File: config.mk
export PLATFORM = sky130hd
export DESIGN_NAME = bios_daily_tick_clock_flat
export DESIGN_NICKNAME = d
export VERILOG_FILES = /design/src/rtl/tdc_pkg.sv /design/src/rtl/tdc_req_if.sv /design/src/rtl/tdc_rsp_if.sv /design/src/rtl/tdc_set_conv.sv /design/src/rtl/tdc_state.sv /design/src/rtl/tdc_get_conv.sv /design/src/rtl/bios_daily_tick_clock.sv /design/src/flat_wrapper.sv
export SDC_FILE = /design/constraint.sdc
export NUM_CORES = 2
export LEC_CHECK = 0
export ABC_AREA = 0
export BUFFER_PORTS_ARGS = -buffer_cell sky130_fd_sc_hd__buf_2
export CAP_MARGIN = 15
export CORE_ASPECT_RATIO = 0.7
export CORE_MARGIN = 3
export CORE_UTILIZATION = 65
export CTS_BUF_LIST = sky130_fd_sc_hd__clkbuf_8
export DETAILED_ROUTE_END_ITERATION = 7
export PLACE_DENSITY = 0.82
export SYNTH_ARGS = -nofsm -noshare
export SYNTH_HDL_FRONTEND = slang
export SYNTH_SLANG_ARGS = --single-unit
File: constraint.sdc
create_clock -name clk_i -period 8.6 [get_ports clk_i]
set_clock_uncertainty 0.15 [all_clocks]
set_input_delay 1.72 -clock clk_i [delete_from_list [all_inputs] [get_ports clk_i]]
set_output_delay 1.72 -clock clk_i [all_outputs]
set_load 0.02 [all_outputs]
File: src/rtl/tdc_pkg.sv
`timescale 1ns / 1ps

package tdc_pkg;

  localparam int REQ_W = 3;
  localparam int CNT_W = 32;
  localparam int BCD_W = 8;

  typedef enum logic [REQ_W-1:0] {
    REQ_TICK      = 3'd0,
    REQ_GET_TICKS = 3'd1,
    REQ_SET_TICKS = 3'd2,
    REQ_GET_TIME  = 3'd3,
    REQ_SET_TIME  = 3'd4
  } req_e;

  localparam logic [CNT_W-1:0] DAY_TICK_LIMIT = 32'h0018_00B2;

  // tick period 549254 / 10^7 s, reduced
  localparam int TICK_NUM = 274627;
  localparam int TICK_DEN = 5000000;

  localparam int SECS_PER_HOUR = 3600;
  localparam int SECS_PER_MIN  = 60;

  // set time: ticks = floor(secs * TICK_DEN / TICK_NUM) by reciprocal
  localparam int SSECS_W    = 20;
  localparam int SET_K      = 39;
  localparam int SET_M_W    = 44;
  localparam int SET_M_LO_W = 22;
  localparam int SET_M_HI_W = SET_M_W - SET_M_LO_W;
  localparam logic [127:0] SET_M_FULL =
    (((128'd1 << SET_K) * 128'(TICK_DEN)) + 128'(TICK_NUM) - 128'd1) / 128'(TICK_NUM);
  localparam logic [SET_M_LO_W-1:0] SET_M_LO = SET_M_FULL[SET_M_LO_W-1:0];
  localparam logic [SET_M_HI_W-1:0] SET_M_HI = SET_M_FULL[SET_M_W-1:SET_M_LO_W];
  localparam int SPP_LO_W = SSECS_W + SET_M_LO_W;
  localparam int SPP_HI_W = SSECS_W + SET_M_HI_W;
  localparam int SSUM_W   = SSECS_W + SET_M_W;

  // get time: secs = floor(ticks * TICK_NUM / TICK_DEN) by reciprocal
  localparam int GET_K      = 55;
  localparam int GET_M_W    = 51;
  localparam int GET_M_LO_W = 25;
  localparam int GET_M_HI_W = GET_M_W - GET_M_LO_W;
  localparam logic [127:0] GET_M_FULL =
    (((128'd1 << GET_K) * 128'(TICK_NUM)) + 128'(TICK_DEN) - 128'd1) / 128'(TICK_DEN);
  localparam logic [GET_M_LO_W-1:0] GET_M_LO = GET_M_FULL[GET_M_LO_W-1:0];
  localparam logic [GET_M_HI_W-1:0] GET_M_HI = GET_M_FULL[GET_M_W-1:GET_M_LO_W];
  localparam int GPP_LO_W = CNT_W + GET_M_LO_W;
  localparam int GPP_HI_W = CNT_W + GET_M_HI_W;
  localparam int GSUM_W   = CNT_W + GET_M_W;
  localparam int GSECS_W  = 28;

  // hours = floor(secs / 3600)
  localparam int HR_K    = 40;
  localparam int HR_M_W  = 29;
  localparam logic [127:0] HR_M_FULL =
    ((128'd1 << HR_K) + 128'(SECS_PER_HOUR) - 128'd1) / 128'(SECS_PER_HOUR);
  localparam logic [HR_M_W-1:0] HR_M = HR_M_FULL[HR_M_W-1:0];
  localparam int HPROD_W = GSECS_W + HR_M_W;
  localparam int HRS_W   = 16;

  // minutes = floor(rem / 60)
  localparam int REM_W   = 12;
  localparam int MIN_K   = 18;
  localparam int MIN_M_W = 13;
  localparam logic [127:0] MIN_M_FULL =
    ((128'd1 << MIN_K) + 128'(SECS_PER_MIN) - 128'd1) / 128'(SECS_PER_MIN);
  localparam logic [MIN_M_W-1:0] MIN_M = MIN_M_FULL[MIN_M_W-1:0];
  localparam int MPROD_W = REM_W + MIN_M_W;
  localparam int MIN_W   = 6;

  // divide by ten for bcd, exact below 1029
  localparam int DIV10_K = 11;
  localparam logic [15:0] DIV10_M = 16'd205;

  // pipeline stages
  localparam int NUM_STAGES = 13;
  localparam int ST_IN    = 0;
  localparam int ST_SECS  = 1;
  localparam int ST_SPP   = 2;
  localparam int ST_SET   = 3;
  localparam int ST_STATE = 4;
  localparam int ST_GPP   = 5;
  localparam int ST_GSECS = 6;
  localparam int ST_HPROD = 7;
  localparam int ST_HRS   = 8;
  localparam int ST_REM   = 9;
  localparam int ST_MIN   = 10;
  localparam int ST_SEC   = 11;
  localparam int ST_OUT   = 12;

  typedef struct packed {
    logic [NUM_STAGES-1:0] en;
    logic [NUM_STAGES-1:0] vld;
  } pipe_ctrl_t;

  typedef struct packed {
    logic [REQ_W-1:0] req_type;
    logic [CNT_W-1:0] ticks;
    logic [BCD_W-1:0] hour;
    logic [BCD_W-1:0] minute;
    logic [BCD_W-1:0] second;
  } req_t;

  typedef struct packed {
    logic [REQ_W-1:0] req_type;
    logic [CNT_W-1:0] ticks;
    logic [CNT_W-1:0] set_val;
  } set_rec_t;

  typedef struct packed {
    logic [REQ_W-1:0] req_type;
    logic [CNT_W-1:0] cnt;
    logic             roll;
  } cnt_rec_t;

  typedef struct packed {
    logic [CNT_W-1:0] tick_count;
    logic             rollover;
    logic [BCD_W-1:0] hour;
    logic [BCD_W-1:0] minute;
    logic [BCD_W-1:0] second;
  } rsp_t;

endpackage

File: src/rtl/tdc_req_if.sv
`timescale 1ns / 1ps

interface tdc_req_if import tdc_pkg::*; ();
  logic             valid;
  logic             ready;
  logic [REQ_W-1:0] req_type;
  logic [CNT_W-1:0] ticks_in;
  logic [BCD_W-1:0] hour_bcd_in;
  logic [BCD_W-1:0] minute_bcd_in;
  logic [BCD_W-1:0] second_bcd_in;

  modport source (
    output valid, req_type, ticks_in, hour_bcd_in, minute_bcd_in, second_bcd_in,
    input  ready
  );

  modport sink (
    input  valid, req_type, ticks_in, hour_bcd_in, minute_bcd_in, second_bcd_in,
    output ready
  );
endinterface

File: src/rtl/tdc_rsp_if.sv
`timescale 1ns / 1ps

interface tdc_rsp_if import tdc_pkg::*; ();
  logic             valid;
  logic             ready;
  logic [CNT_W-1:0] tick_count;
  logic             rollover;
  logic [BCD_W-1:0] hour_bcd;
  logic [BCD_W-1:0] minute_bcd;
  logic [BCD_W-1:0] second_bcd;

  modport source (
    output valid, tick_count, rollover, hour_bcd, minute_bcd, second_bcd,
    input  ready
  );

  modport sink (
    input  valid, tick_count, rollover, hour_bcd, minute_bcd, second_bcd,
    output ready
  );
endinterface

File: src/rtl/tdc_set_conv.sv
`timescale 1ns / 1ps

module tdc_set_conv import tdc_pkg::*; (
  input  logic       clk_i,
  input  pipe_ctrl_t ctrl_i,
  input  req_t       req_i,
  output set_rec_t   rec_o
);

  function automatic logic [BCD_W-1:0] bcd_dec(input logic [BCD_W-1:0] b);
    logic [BCD_W-1:0] hi;
    logic [BCD_W-1:0] lo;
    hi = {4'd0, b[7:4]};
    lo = {4'd0, b[3:0]};
    return hi * 8'd10 + lo;
  endfunction

  req_t                  in_q;
  logic [REQ_W-1:0]      s1_req_q, s2_req_q;
  logic [CNT_W-1:0]      s1_ticks_q, s2_ticks_q;
  logic [SSECS_W-1:0]    secs_d, secs_q;
  logic [SPP_LO_W-1:0]   pp_lo_d, pp_lo_q;
  logic [SPP_HI_W-1:0]   pp_hi_d, pp_hi_q;
  logic [SSUM_W-1:0]     sum;
  set_rec_t              rec_d, rec_q;

  always_comb begin
    secs_d = SSECS_W'(bcd_dec(in_q.hour)) * SSECS_W'(SECS_PER_HOUR)
           + SSECS_W'(bcd_dec(in_q.minute)) * SSECS_W'(SECS_PER_MIN)
           + SSECS_W'(bcd_dec(in_q.second));
  end

  assign pp_lo_d = SPP_LO_W'(secs_q) * SPP_LO_W'(SET_M_LO);
  assign pp_hi_d = SPP_HI_W'(secs_q) * SPP_HI_W'(SET_M_HI);

  always_comb begin
    sum = (SSUM_W'(pp_hi_q) << SET_M_LO_W) + SSUM_W'(pp_lo_q);
    rec_d.req_type = s2_req_q;
    rec_d.ticks    = s2_ticks_q;
    rec_d.set_val  = CNT_W'(sum >> SET_K);
  end

  always_ff @(posedge clk_i) begin
    if (ctrl_i.en[ST_IN]) begin
      in_q <= req_i;
    end
    if (ctrl_i.en[ST_SECS]) begin
      s1_req_q   <= in_q.req_type;
      s1_ticks_q <= in_q.ticks;
      secs_q     <= secs_d;
    end
    if (ctrl_i.en[ST_SPP]) begin
      s2_req_q   <= s1_req_q;
      s2_ticks_q <= s1_ticks_q;
      pp_lo_q    <= pp_lo_d;
      pp_hi_q    <= pp_hi_d;
    end
    if (ctrl_i.en[ST_SET]) begin
      rec_q <= rec_d;
    end
  end

  assign rec_o = rec_q;

endmodule

File: src/rtl/tdc_state.sv
`timescale 1ns / 1ps

module tdc_state import tdc_pkg::*; (
  input  logic       clk_i,
  input  logic       rst_ni,
  input  pipe_ctrl_t ctrl_i,
  input  set_rec_t   rec_i,
  output cnt_rec_t   rec_o
);

  logic [CNT_W-1:0] day_d, day_q;
  logic             flag_d, flag_q;
  logic [CNT_W-1:0] day_inc;
  logic             roll;
  logic             upd;
  cnt_rec_t         rec_q;

  assign upd     = ctrl_i.vld[ST_SET] && ctrl_i.en[ST_STATE];
  assign day_inc = day_q + 32'd1;

  always_comb begin
    day_d  = day_q;
    flag_d = flag_q;
    roll   = flag_q;
    case (rec_i.req_type)
      REQ_TICK: begin
        // all-ones count wraps to zero without the flag
        if (day_inc >= DAY_TICK_LIMIT) begin
          day_d  = '0;
          flag_d = 1'b1;
          roll   = 1'b1;
        end else begin
          day_d = day_inc;
        end
      end
      REQ_GET_TICKS: begin
        flag_d = 1'b0;
      end
      REQ_SET_TICKS: begin
        day_d  = rec_i.ticks;
        flag_d = 1'b0;
        roll   = 1'b0;
      end
      REQ_SET_TIME: begin
        day_d = rec_i.set_val;
      end
      default: begin
      end
    endcase
  end

  always_ff @(posedge clk_i or negedge rst_ni) begin
    if (!rst_ni) begin
      day_q  <= '0;
      flag_q <= 1'b0;
    end else if (upd) begin
      day_q  <= day_d;
      flag_q <= flag_d;
    end
  end

  always_ff @(posedge clk_i) begin
    if (ctrl_i.en[ST_STATE]) begin
      rec_q.req_type <= rec_i.req_type;
      rec_q.cnt      <= day_d;
      rec_q.roll     <= roll;
    end
  end

  assign rec_o = rec_q;

  a_set_ticks_clears_flag: assert property (
    @(posedge clk_i) disable iff (!rst_ni)
    upd && rec_i.req_type == REQ_SET_TICKS |=> !flag_q && !rec_q.roll
  ) else $error("set ticks left the midnight flag set");

  a_get_ticks_reports_flag: assert property (
    @(posedge clk_i) disable iff (!rst_ni)
    upd && rec_i.req_type == REQ_GET_TICKS |=> rec_q.roll == $past(flag_q) && !flag_q
  ) else $error("get ticks did not report then clear the flag");

  a_tick_below_limit: assert property (
    @(posedge clk_i) disable iff (!rst_ni)
    upd && rec_i.req_type == REQ_TICK |=> day_q < DAY_TICK_LIMIT && rec_q.cnt == day_q
  ) else $error("tick left the count at or above the rollover point");

  a_state_only_on_update: assert property (
    @(posedge clk_i) disable iff (!rst_ni)
    !upd |=> $stable(day_q) && $stable(flag_q)
  ) else $error("state changed without a transaction in the state stage");

endmodule

File: src/rtl/tdc_get_conv.sv
`timescale 1ns / 1ps

module tdc_get_conv import tdc_pkg::*; (
  input  logic       clk_i,
  input  pipe_ctrl_t ctrl_i,
  input  cnt_rec_t   rec_i,
  output rsp_t       rsp_o
);

  function automatic logic [BCD_W-1:0] to_bcd8(input logic [BCD_W-1:0] v);
    logic [15:0]      p;
    logic [4:0]       q;
    logic [BCD_W-1:0] r;
    p = 16'(v) * DIV10_M;
    q = p[DIV10_K+4:DIV10_K];
    r = v - 8'(q) * 8'd10;
    return {q[3:0], r[3:0]};
  endfunction

  cnt_rec_t              r5_q, r6_q, r7_q, r8_q, r9_q, r10_q, r11_q;
  logic [GPP_LO_W-1:0]   gpp_lo_q;
  logic [GPP_HI_W-1:0]   gpp_hi_q;
  logic [GSUM_W-1:0]     gsum;
  logic [GSECS_W-1:0]    secs6_q, secs7_q, secs8_q;
  logic [HPROD_W-1:0]    hprod_q;
  logic [HRS_W-1:0]      hrs_q;
  logic [GSECS_W-1:0]    rem_full;
  logic [REM_W-1:0]      rem9_q, rem10_q;
  logic [BCD_W-1:0]      hr9_q, hr10_q, hr11_q;
  logic [MPROD_W-1:0]    mprod;
  logic [MIN_W-1:0]      min10_q, min11_q;
  logic [REM_W-1:0]      sec_full;
  logic [MIN_W-1:0]      sec11_q;
  rsp_t                  rsp_d, rsp_q;

  assign gsum     = (GSUM_W'(gpp_hi_q) << GET_M_LO_W) + GSUM_W'(gpp_lo_q);
  assign rem_full = secs8_q - GSECS_W'(hrs_q) * GSECS_W'(SECS_PER_HOUR);
  assign mprod    = MPROD_W'(rem9_q) * MPROD_W'(MIN_M);
  assign sec_full = rem10_q - REM_W'(min10_q) * REM_W'(SECS_PER_MIN);

  always_comb begin
    rsp_d.tick_count = r11_q.cnt;
    rsp_d.rollover   = r11_q.roll;
    rsp_d.hour       = '0;
    rsp_d.minute     = '0;
    rsp_d.second     = '0;
    if (r11_q.req_type == REQ_GET_TIME) begin
      rsp_d.hour   = to_bcd8(hr11_q);
      rsp_d.minute = to_bcd8(BCD_W'(min11_q));
      rsp_d.second = to_bcd8(BCD_W'(sec11_q));
    end
  end

  always_ff @(posedge clk_i) begin
    if (ctrl_i.en[ST_GPP]) begin
      r5_q     <= rec_i;
      gpp_lo_q <= GPP_LO_W'(rec_i.cnt) * GPP_LO_W'(GET_M_LO);
      gpp_hi_q <= GPP_HI_W'(rec_i.cnt) * GPP_HI_W'(GET_M_HI);
    end
    if (ctrl_i.en[ST_GSECS]) begin
      r6_q    <= r5_q;
      secs6_q <= gsum[GET_K+GSECS_W-1:GET_K];
    end
    if (ctrl_i.en[ST_HPROD]) begin
      r7_q    <= r6_q;
      secs7_q <= secs6_q;
      hprod_q <= HPROD_W'(secs6_q) * HPROD_W'(HR_M);
    end
    if (ctrl_i.en[ST_HRS]) begin
      r8_q    <= r7_q;
      secs8_q <= secs7_q;
      hrs_q   <= hprod_q[HR_K+HRS_W-1:HR_K];
    end
    if (ctrl_i.en[ST_REM]) begin
      r9_q   <= r8_q;
      hr9_q  <= hrs_q[BCD_W-1:0];
      rem9_q <= rem_full[REM_W-1:0];
    end
    if (ctrl_i.en[ST_MIN]) begin
      r10_q   <= r9_q;
      hr10_q  <= hr9_q;
      rem10_q <= rem9_q;
      min10_q <= mprod[MIN_K+MIN_W-1:MIN_K];
    end
    if (ctrl_i.en[ST_SEC]) begin
      r11_q   <= r10_q;
      hr11_q  <= hr10_q;
      min11_q <= min10_q;
      sec11_q <= sec_full[MIN_W-1:0];
    end
    if (ctrl_i.en[ST_OUT]) begin
      rsp_q <= rsp_d;
    end
  end

  assign rsp_o = rsp_q;

endmodule

File: src/rtl/bios_daily_tick_clock.sv
`timescale 1ns / 1ps
// throughput: one request per cycle through a 13-stage pipeline unless it is full
//   and the sink stalls; the conversions by constant reciprocals are split over
//   partial-product and sum stages
// each full stage holds when its successor is full and stalled; bubbles squeeze out
// reset: tick count and midnight flag clear to zero, all stages empty

module bios_daily_tick_clock import tdc_pkg::*; (
  input  logic             clk_i,
  input  logic             rst_ni,
  tdc_req_if.sink          req_i,
  tdc_rsp_if.source        rsp_o
);

  logic [NUM_STAGES-1:0] vld_d, vld_q;
  logic [NUM_STAGES-1:0] en;
  pipe_ctrl_t            ctrl;
  req_t                  req;
  set_rec_t              set_rec;
  cnt_rec_t              cnt_rec;
  rsp_t                  rsp;

  // a stage may load when it or any stage after it is empty, or the sink takes
  always_comb begin
    for (int i = 0; i < NUM_STAGES; i++) begin
      en[i] = rsp_o.ready || (((~vld_q) >> i) != '0);
    end
  end

  always_comb begin
    vld_d = vld_q;
    if (en[0]) begin
      vld_d[0] = req_i.valid;
    end
    for (int i = 1; i < NUM_STAGES; i++) begin
      if (en[i]) begin
        vld_d[i] = vld_q[i-1];
      end
    end
  end

  always_ff @(posedge clk_i or negedge rst_ni) begin
    if (!rst_ni) begin
      vld_q <= '0;
    end else begin
      vld_q <= vld_d;
    end
  end

  assign ctrl.en  = en;
  assign ctrl.vld = vld_q;

  assign req.req_type = req_i.req_type;
  assign req.ticks    = req_i.ticks_in;
  assign req.hour     = req_i.hour_bcd_in;
  assign req.minute   = req_i.minute_bcd_in;
  assign req.second   = req_i.second_bcd_in;

  assign req_i.ready = en[ST_IN];

  tdc_set_conv u_set_conv (
    .clk_i  (clk_i),
    .ctrl_i (ctrl),
    .req_i  (req),
    .rec_o  (set_rec)
  );

  tdc_state u_state (
    .clk_i  (clk_i),
    .rst_ni (rst_ni),
    .ctrl_i (ctrl),
    .rec_i  (set_rec),
    .rec_o  (cnt_rec)
  );

  tdc_get_conv u_get_conv (
    .clk_i  (clk_i),
    .ctrl_i (ctrl),
    .rec_i  (cnt_rec),
    .rsp_o  (rsp)
  );

  assign rsp_o.valid      = vld_q[ST_OUT];
  assign rsp_o.tick_count = rsp.tick_count;
  assign rsp_o.rollover   = rsp.rollover;
  assign rsp_o.hour_bcd   = rsp.hour;
  assign rsp_o.minute_bcd = rsp.minute;
  assign rsp_o.second_bcd = rsp.second;

endmodule
File: src/flat_wrapper.sv
// flat-port wrapper written by rule: the top's interface ports become plain ports
module bios_daily_tick_clock_flat import tdc_pkg::*;
  (clk_i, rst_ni, req_i_valid, req_i_req_type, req_i_ticks_in, req_i_hour_bcd_in, req_i_minute_bcd_in, req_i_second_bcd_in, req_i_ready, rsp_o_valid, rsp_o_tick_count, rsp_o_rollover, rsp_o_hour_bcd, rsp_o_minute_bcd, rsp_o_second_bcd, rsp_o_ready);
  tdc_req_if req_i_i ();
  tdc_rsp_if rsp_o_i ();
  input  logic clk_i;
  input  logic rst_ni;
  input wire logic [$bits(req_i_i.valid)-1:0] req_i_valid;
  input wire logic [$bits(req_i_i.req_type)-1:0] req_i_req_type;
  input wire logic [$bits(req_i_i.ticks_in)-1:0] req_i_ticks_in;
  input wire logic [$bits(req_i_i.hour_bcd_in)-1:0] req_i_hour_bcd_in;
  input wire logic [$bits(req_i_i.minute_bcd_in)-1:0] req_i_minute_bcd_in;
  input wire logic [$bits(req_i_i.second_bcd_in)-1:0] req_i_second_bcd_in;
  output wire logic [$bits(req_i_i.ready)-1:0] req_i_ready;
  output wire logic [$bits(rsp_o_i.valid)-1:0] rsp_o_valid;
  output wire logic [$bits(rsp_o_i.tick_count)-1:0] rsp_o_tick_count;
  output wire logic [$bits(rsp_o_i.rollover)-1:0] rsp_o_rollover;
  output wire logic [$bits(rsp_o_i.hour_bcd)-1:0] rsp_o_hour_bcd;
  output wire logic [$bits(rsp_o_i.minute_bcd)-1:0] rsp_o_minute_bcd;
  output wire logic [$bits(rsp_o_i.second_bcd)-1:0] rsp_o_second_bcd;
  input wire logic [$bits(rsp_o_i.ready)-1:0] rsp_o_ready;
  assign req_i_i.valid = req_i_valid;
  assign req_i_i.req_type = req_i_req_type;
  assign req_i_i.ticks_in = req_i_ticks_in;
  assign req_i_i.hour_bcd_in = req_i_hour_bcd_in;
  assign req_i_i.minute_bcd_in = req_i_minute_bcd_in;
  assign req_i_i.second_bcd_in = req_i_second_bcd_in;
  assign req_i_ready = req_i_i.ready;
  assign rsp_o_valid = rsp_o_i.valid;
  assign rsp_o_tick_count = rsp_o_i.tick_count;
  assign rsp_o_rollover = rsp_o_i.rollover;
  assign rsp_o_hour_bcd = rsp_o_i.hour_bcd;
  assign rsp_o_minute_bcd = rsp_o_i.minute_bcd;
  assign rsp_o_second_bcd = rsp_o_i.second_bcd;
  assign rsp_o_i.ready = rsp_o_ready;
  bios_daily_tick_clock u_core (.clk_i(clk_i), .rst_ni(rst_ni), .req_i(req_i_i), .rsp_o(rsp_o_i));
endmodule
* Word level (Yosys, flattened, before mapping) *
Index checks and enable logic that the tools add are counted.

storage, ports and cells
  flip-flop bits (word level) = 973
  bits of input ports = 63
  output and inout bits = 59
  word-level logic and storage cells = 149

cells by class
  add/subtract/negate cells = 13
  multiply operators = 19
  order comparisons = 1
  eq/ne operators = 4
  muxes and demuxes = 5
  bitwise operators = 1
  reductions and logical operators = 30

operators by type and width
  operator                                                                               count
  13-bit nonzero test                                                                    12
  32-bit case mux with 3 select lines                                                    1
  83-bit by 55-bit adder with 83-bit output                                              1
  64-bit by 38-bit adder with 64-bit output                                              1
  32-bit by 26-bit multiplier with 58-bit output, second input constant                  1
  28-bit by 29-bit multiplier with 56-bit output, second input constant                  1
  32-bit by 21-bit multiplier with 53-bit output, second input constant                  1
  20-bit by 20-bit multiplier with 40-bit output, second input constant                  1
  20-bit by 18-bit multiplier with 38-bit output, second input constant                  1
  32-bit by 1-bit adder with 32-bit output, second input constant                        1
  32-bit by 21-bit greater-or-equal comparator with 1-bit output, second input constant  1
  8-bit by 8-bit multiplier with 16-bit output, second input constant                    2
  32-bit two-way mux                                                                     1
  6-bit by 8-bit multiplier with 14-bit output, second input constant                    2
  8-bit by 4-bit adder with 8-bit output                                                 3
  12-bit by 12-bit multiplier with 23-bit output, second input constant                  1
  4-bit by 3-bit multiplier with 7-bit output, second input constant                     3
  20-bit by 14-bit adder with 20-bit output                                              1
  20-bit by 8-bit adder with 20-bit output                                               1
  16-bit by 8-bit multiplier with 8-bit output, second input constant                    1
  1-bit logical OR                                                                       13
  13-bit inverter                                                                        1
  8-bit by 4-bit multiplier with 12-bit output, second input constant                    1
  12-bit subtractor                                                                      1
  other kinds (15)                                                                       20

* Depth between registers and ports, before layout *
  depth after elaboration = 5
  gate-level depth with buffers = 27
  gate-level depth less buffers = 27

* Hierarchy *
Synthesis repeated with hierarchy kept, for this count alone.

second synthesis, totals
  cells, all modules = 7,377
  area total of the unflattened synthesis = 86,658.1 um^2

modules (own cells, without submodules)
  module                 instances  cells an instance  area an instance (um^2)  sequential area each (um^2)
  tdc_get_conv           1          4,761              57,286.2                 15,675.0
  tdc_set_conv           1          2,021              24,318.3                 7,897.6
  tdc_state              1          543                4,484.3                  1,906.8
  bios_daily_tick_clock  1          52                 569.3                    325.3

* Worst setup path before layout *
Ideal clock, no wire load.

  path type = register to register
  from = register u_core.u_state.rec_q (netlist bit u_core.u_state.rec_o[17])
  to = register u_core.u_get_conv.gpp_lo_q[54] (data pin)
  library setup time = 0.260 ns
  data arrival time = 6.676 ns
  required time = 8.190 ns
  setup slack = 1.514 ns
  stages on the path, launching flop included = 25
  path buffers = 0
  clock period less this slack = 7.086 ns
  path through = edfxtp_1 ha_1 inv_1 fa_1 inv_1 fa_1 inv_1 fa_1 inv_1 fa_1 fa_1 inv_1 fa_1 inv_1 ha_1 and2_1 a221oi_1 o21ai_0 a22oi_1 nand2_1 a311oi_1 o31ai_1 a211o_1 a21oi_1 xnor2_1

on the way
  cells in the longest elaborated chain, start to end = 1

RTL lines
  item                                            line                RTL
  start: declaration                              tdc_state.sv:16     cnt_rec_t rec_q;
  32-bit by 21-bit multiplier with 53-bit output  tdc_get_conv.sv:57  gpp_lo_q <= GPP_LO_W'(rec_i.cnt) * GPP_LO_W'(GET_M_LO);
  end signal: assignment                          tdc_get_conv.sv:57
  end: declaration                                tdc_get_conv.sv:21  logic [GPP_LO_W-1:0] gpp_lo_q;

Every way passes these cells.
A chain may end at the register's enable or synchronous reset.

* Final worst setup path *
  from = register u_core.u_state.rec_q (netlist bit u_core.u_state.rec_o[19])
  to = register u_core.u_get_conv.gpp_lo_q[52] (data pin)

The elaborated chain is that of the path after synthesis.

==> summary.md <==
| Metric | Value |
|---|---|
| Most frequent CP cell | `fa_1` |
| Fin. Hold Viols | `0` |
| Fmax achieved | `0.119 GHz` |
| Setup TNS | `0 ps` |
| Final Util | `70.8%` |
| Worst Path Arrival | `8840 ps` |
| Hold crit path type | `reg2reg` |
| Worst Path Max Fanout | `11` |
| Synth-to-Final Area Change | `7.05%` |
| Worst Setup SP | `u_core.u_state.rec_o[19]` |
| Clock tree from TritonCTS | `built` |
| DRT Pass-1 Iters | `6` |
| Synth async-reset ratio | `5.31%` |
| Final Cell Area | `91900 sq um` |
| DR vias/cell | `5.82` |
| GRT Resource Usage Total | `34.8%` |
| Setup Buffers After CTS | `0` |
| Share of layout cells above drive strength 1 | `6.31%` |
| Cell Area, Placed | `89200 sq um` |
| Critical Path RT | `9070 ps` |
| Pins Over Slew Limit | `0` |
| Register area share after synthesis | `30.1%` |
| Slowest cell on crit path | `edfxtp_1` |
| Max Cap Viol | `0` |
| IO Pins | `122` |
| Outcome | `finished clean` |
| Layout fillers | `8910` |
| Fin crit period | `8380 ps` |
| Die ar. | `137000 sq um` |
| Crit path launch type | `register` |
| Post-layout nets | `10100` |
| HP Start | `u_core.u_get_conv.r8_q[9]` |
| ANT nets after route | `0` |
| Starting Density | `66.2%` |
| Slew margin rel. | `20.7%` |
| Final period util | `97.4%` |
| WL per Instance | `24.6 um` |
| RR Startpoint | `u_core.u_state.rec_o[19]` |
| Final Setup Violations | `0` |
| Cts bufs inserted | `137` |
| Final wirelength | `230 mm` |
| H-tree lvl count | `4` |
| First-pass GRT wire length | `347 mm` |
| GR Overflow Total | `0` |
| CTS Buffer Depth | `3` |
| Die H | `310 um` |
| Most common cell after layout, fill and taps aside | `inv_1` |
| Clock Tree Root | `clkbuf_8` |
| Die width | `440 um` |
| CP peak stage delay | `910 ps` |
| Maximum number of pins on one net before global-route repair | `70` |
| Placed insts | `9077` |
| Post-synth cell types | `87` |
| Clock Pin Slew Worst Setup and Hold Paths | `70 ps` |
| Hpwl dp | `196 mm` |
| DRT iter0 DRCs | `5011` |
| FF+latch count, synth | `867` |
| Routed vias | `54300` |
| Crit-path cells | `fa_1 > fa_1 > ha_1 > fa_1 > fa_1 > fa_1 > inv_1 > fa_1 > inv_1 > ha_1 > nand3_1 > nor2_2 > nand3_1 > a2111oi_2 > buf_4 > o21ai_0 > nand2_1 > a311oi_1 > o31ai_1 > buf_4 > a21o_1 > a21oi_1 > xnor2_1` |
| Vias in the first global route | `57100` |
| Most frequent cells in the layout | `inv_1, ha_1, fa_1` |
| Warnings, synthesis | `0` |
| Drt drc | `0` |
| Mapped Area | `85900 sq um` |
| # rows | `110` |
| Critical path class | `reg2reg` |
| Clk_lat worst skew | `920 ps` |
| GPL Wtd Cong | `1.07` |
| Core area | `130000 sq um` |
| RSZ-0062 raised after global routing | `false` |
| Worst-margin pin slew | `1190 ps` |
| Number of flops mapped to enable cells by yosys | `821` |
| Crit. End Element | `register` |
| Number of port buffers | `119` |
| Clock Sinks | `867` |
| Post-synthesis area per instance | `12.0 sq um` |
| Post-route insts no fill | `9334` |
| Synth Flop Type | `edfxtp_1` |
| Initial antenna violation count | `10` |
| Cells after Synth | `7184` |
==> final cells by class <==
cell class                      count  area, sq um  share of cell area (%)
Antenna cell                        8         20.0                  0.0218
Clock buffer                      146         2010                    2.19
Clock inverter                    101          701                   0.762
Inverter                         1805         6780                    7.37
Multi-Input combinational cell   4449        53100                    57.7
Sequential cell                   867        25800                    28.1
Tap cell                         1736         2170                    2.36
Timing Repair Buffer              222         1380                    1.50
==> routing by layer <==
layer / vias up / wire, um / track usage [%]
met2: 2754 / 90000 / 46.3
met3: 305 / 35300 / 18.6
li1: 24100 / - / -
met4: 8 / 4570 / 7.28
met1: 27100 / 99700 / 50.4
met5: - / 111 / 0.446
==> Yosys cell counts, types with 38 or more instances <==
library cell | number | share of area (%)
inv_1 | 1805 | 7.9
ha_1 | 1390 | 20
fa_1 | 1196 | 28
edfxtp_1 | 821 | 29
a21oi_1 | 272 | 1.6
nor2_1 | 244 | 1.1
xnor2_1 | 217 | 2.2
a21o_1 | 137 | 1.2
nand2_1 | 136 | 0.59
o21ai_0 | 111 | 0.65
xor2_1 | 89 | 0.91
nand3_1 | 69 | 0.40
dfrtp_1 | 46 | 1.3
nand4_1 | 45 | 0.33
clkbuf_1 | 44 | 0.19
o21bai_1 | 44 | 0.38
nand2b_1 | 42 | 0.31
nor3_1 | 38 | 0.22
==> registers in the layout (all words and copies together), names as in the netlist, 28 cells and up <==
name and count:
u_core.u_get_conv.gpp_hi_q 57, u_core.u_get_conv.gpp_lo_q 30, u_core.u_get_conv.r10_q 36, u_core.u_get_conv.r11_q 36, u_core.u_get_conv.r5_q 36, u_core.u_get_conv.r6_q 36, u_core.u_get_conv.r7_q 36, u_core.u_get_conv.r8_q 36
u_core.u_get_conv.r9_q 36, u_core.u_get_conv.rsp_o 55, u_core.u_get_conv.secs6_q 28, u_core.u_set_conv.in_q 59, u_core.u_set_conv.pp_hi_q 40, u_core.u_set_conv.rec_o 60, u_core.u_set_conv.s1_ticks_q 32, u_core.u_set_conv.s2_ticks_q 32
u_core.u_state.day_q 32, u_core.u_state.rec_o 36
==> cells by family (layout without fill, tap and decap cells) <==
logic type	after synthesis	in the layout	share of synthesized area [%]
AO/OA/AOI/OAI	795	795	6.02
XOR/XNOR	306	306	3.12
adder cells (fa/ha/maj)	2586	2586	48.1
buffers and inverters	1869	2274	8.21
flip-flops	867	867	30.1
multiplexers	12	12	0.150
other	1	10	0.00437
AND/OR/NAND/NOR	748	748	4.30
==> final timing paths <==
kind / to / slack, ps / cells past startpoint
worst min-delay path: u_core.u_get_conv.r9_q[9] / 230 / 0
max in group asynchronous: u_core.u_state.day_q[24] / 6830 / 2
worst max-delay path: u_core.u_get_conv.gpp_lo_q[52] / 220 / 23
worst min register to register: u_core.u_get_conv.r9_q[9] / 230 / 0
worst max register to register: u_core.u_get_conv.gpp_lo_q[52] / 220 / 23
min in group asynchronous: u_core.u_state.day_q[5] / 860 / 2
==> through the flow <==
stage                     setup slack (ps)  hold WS [ps]
after floorplan                       1510           250
after global placement                 271           250
after detailed placement               261           255
after CTS                              228           236
after global routing                  29.3           249
final                                  224           234
==> worst max-delay path, delay by kind of cell (launching register included) <==
kind | cells | cell delay [ps]
AO/OA/AOI/OAI | 6 | 1180
XOR/XNOR | 1 | 130
adder cells (fa/ha/maj) | 8 | 4210
buffers and inverters | 4 | 570
flip-flops | 1 | 910
AND/OR/NAND/NOR | 4 | 970
==> timing repair <==
item / CTS / global route
endpoints found under the setup margin: 0 / 11
hold buffers: 0 / 0
resized for setup: 0 / 2
Power is not shown: default switching activity piles up to over one toggle a cycle in this logic, so the estimate is an artifact.
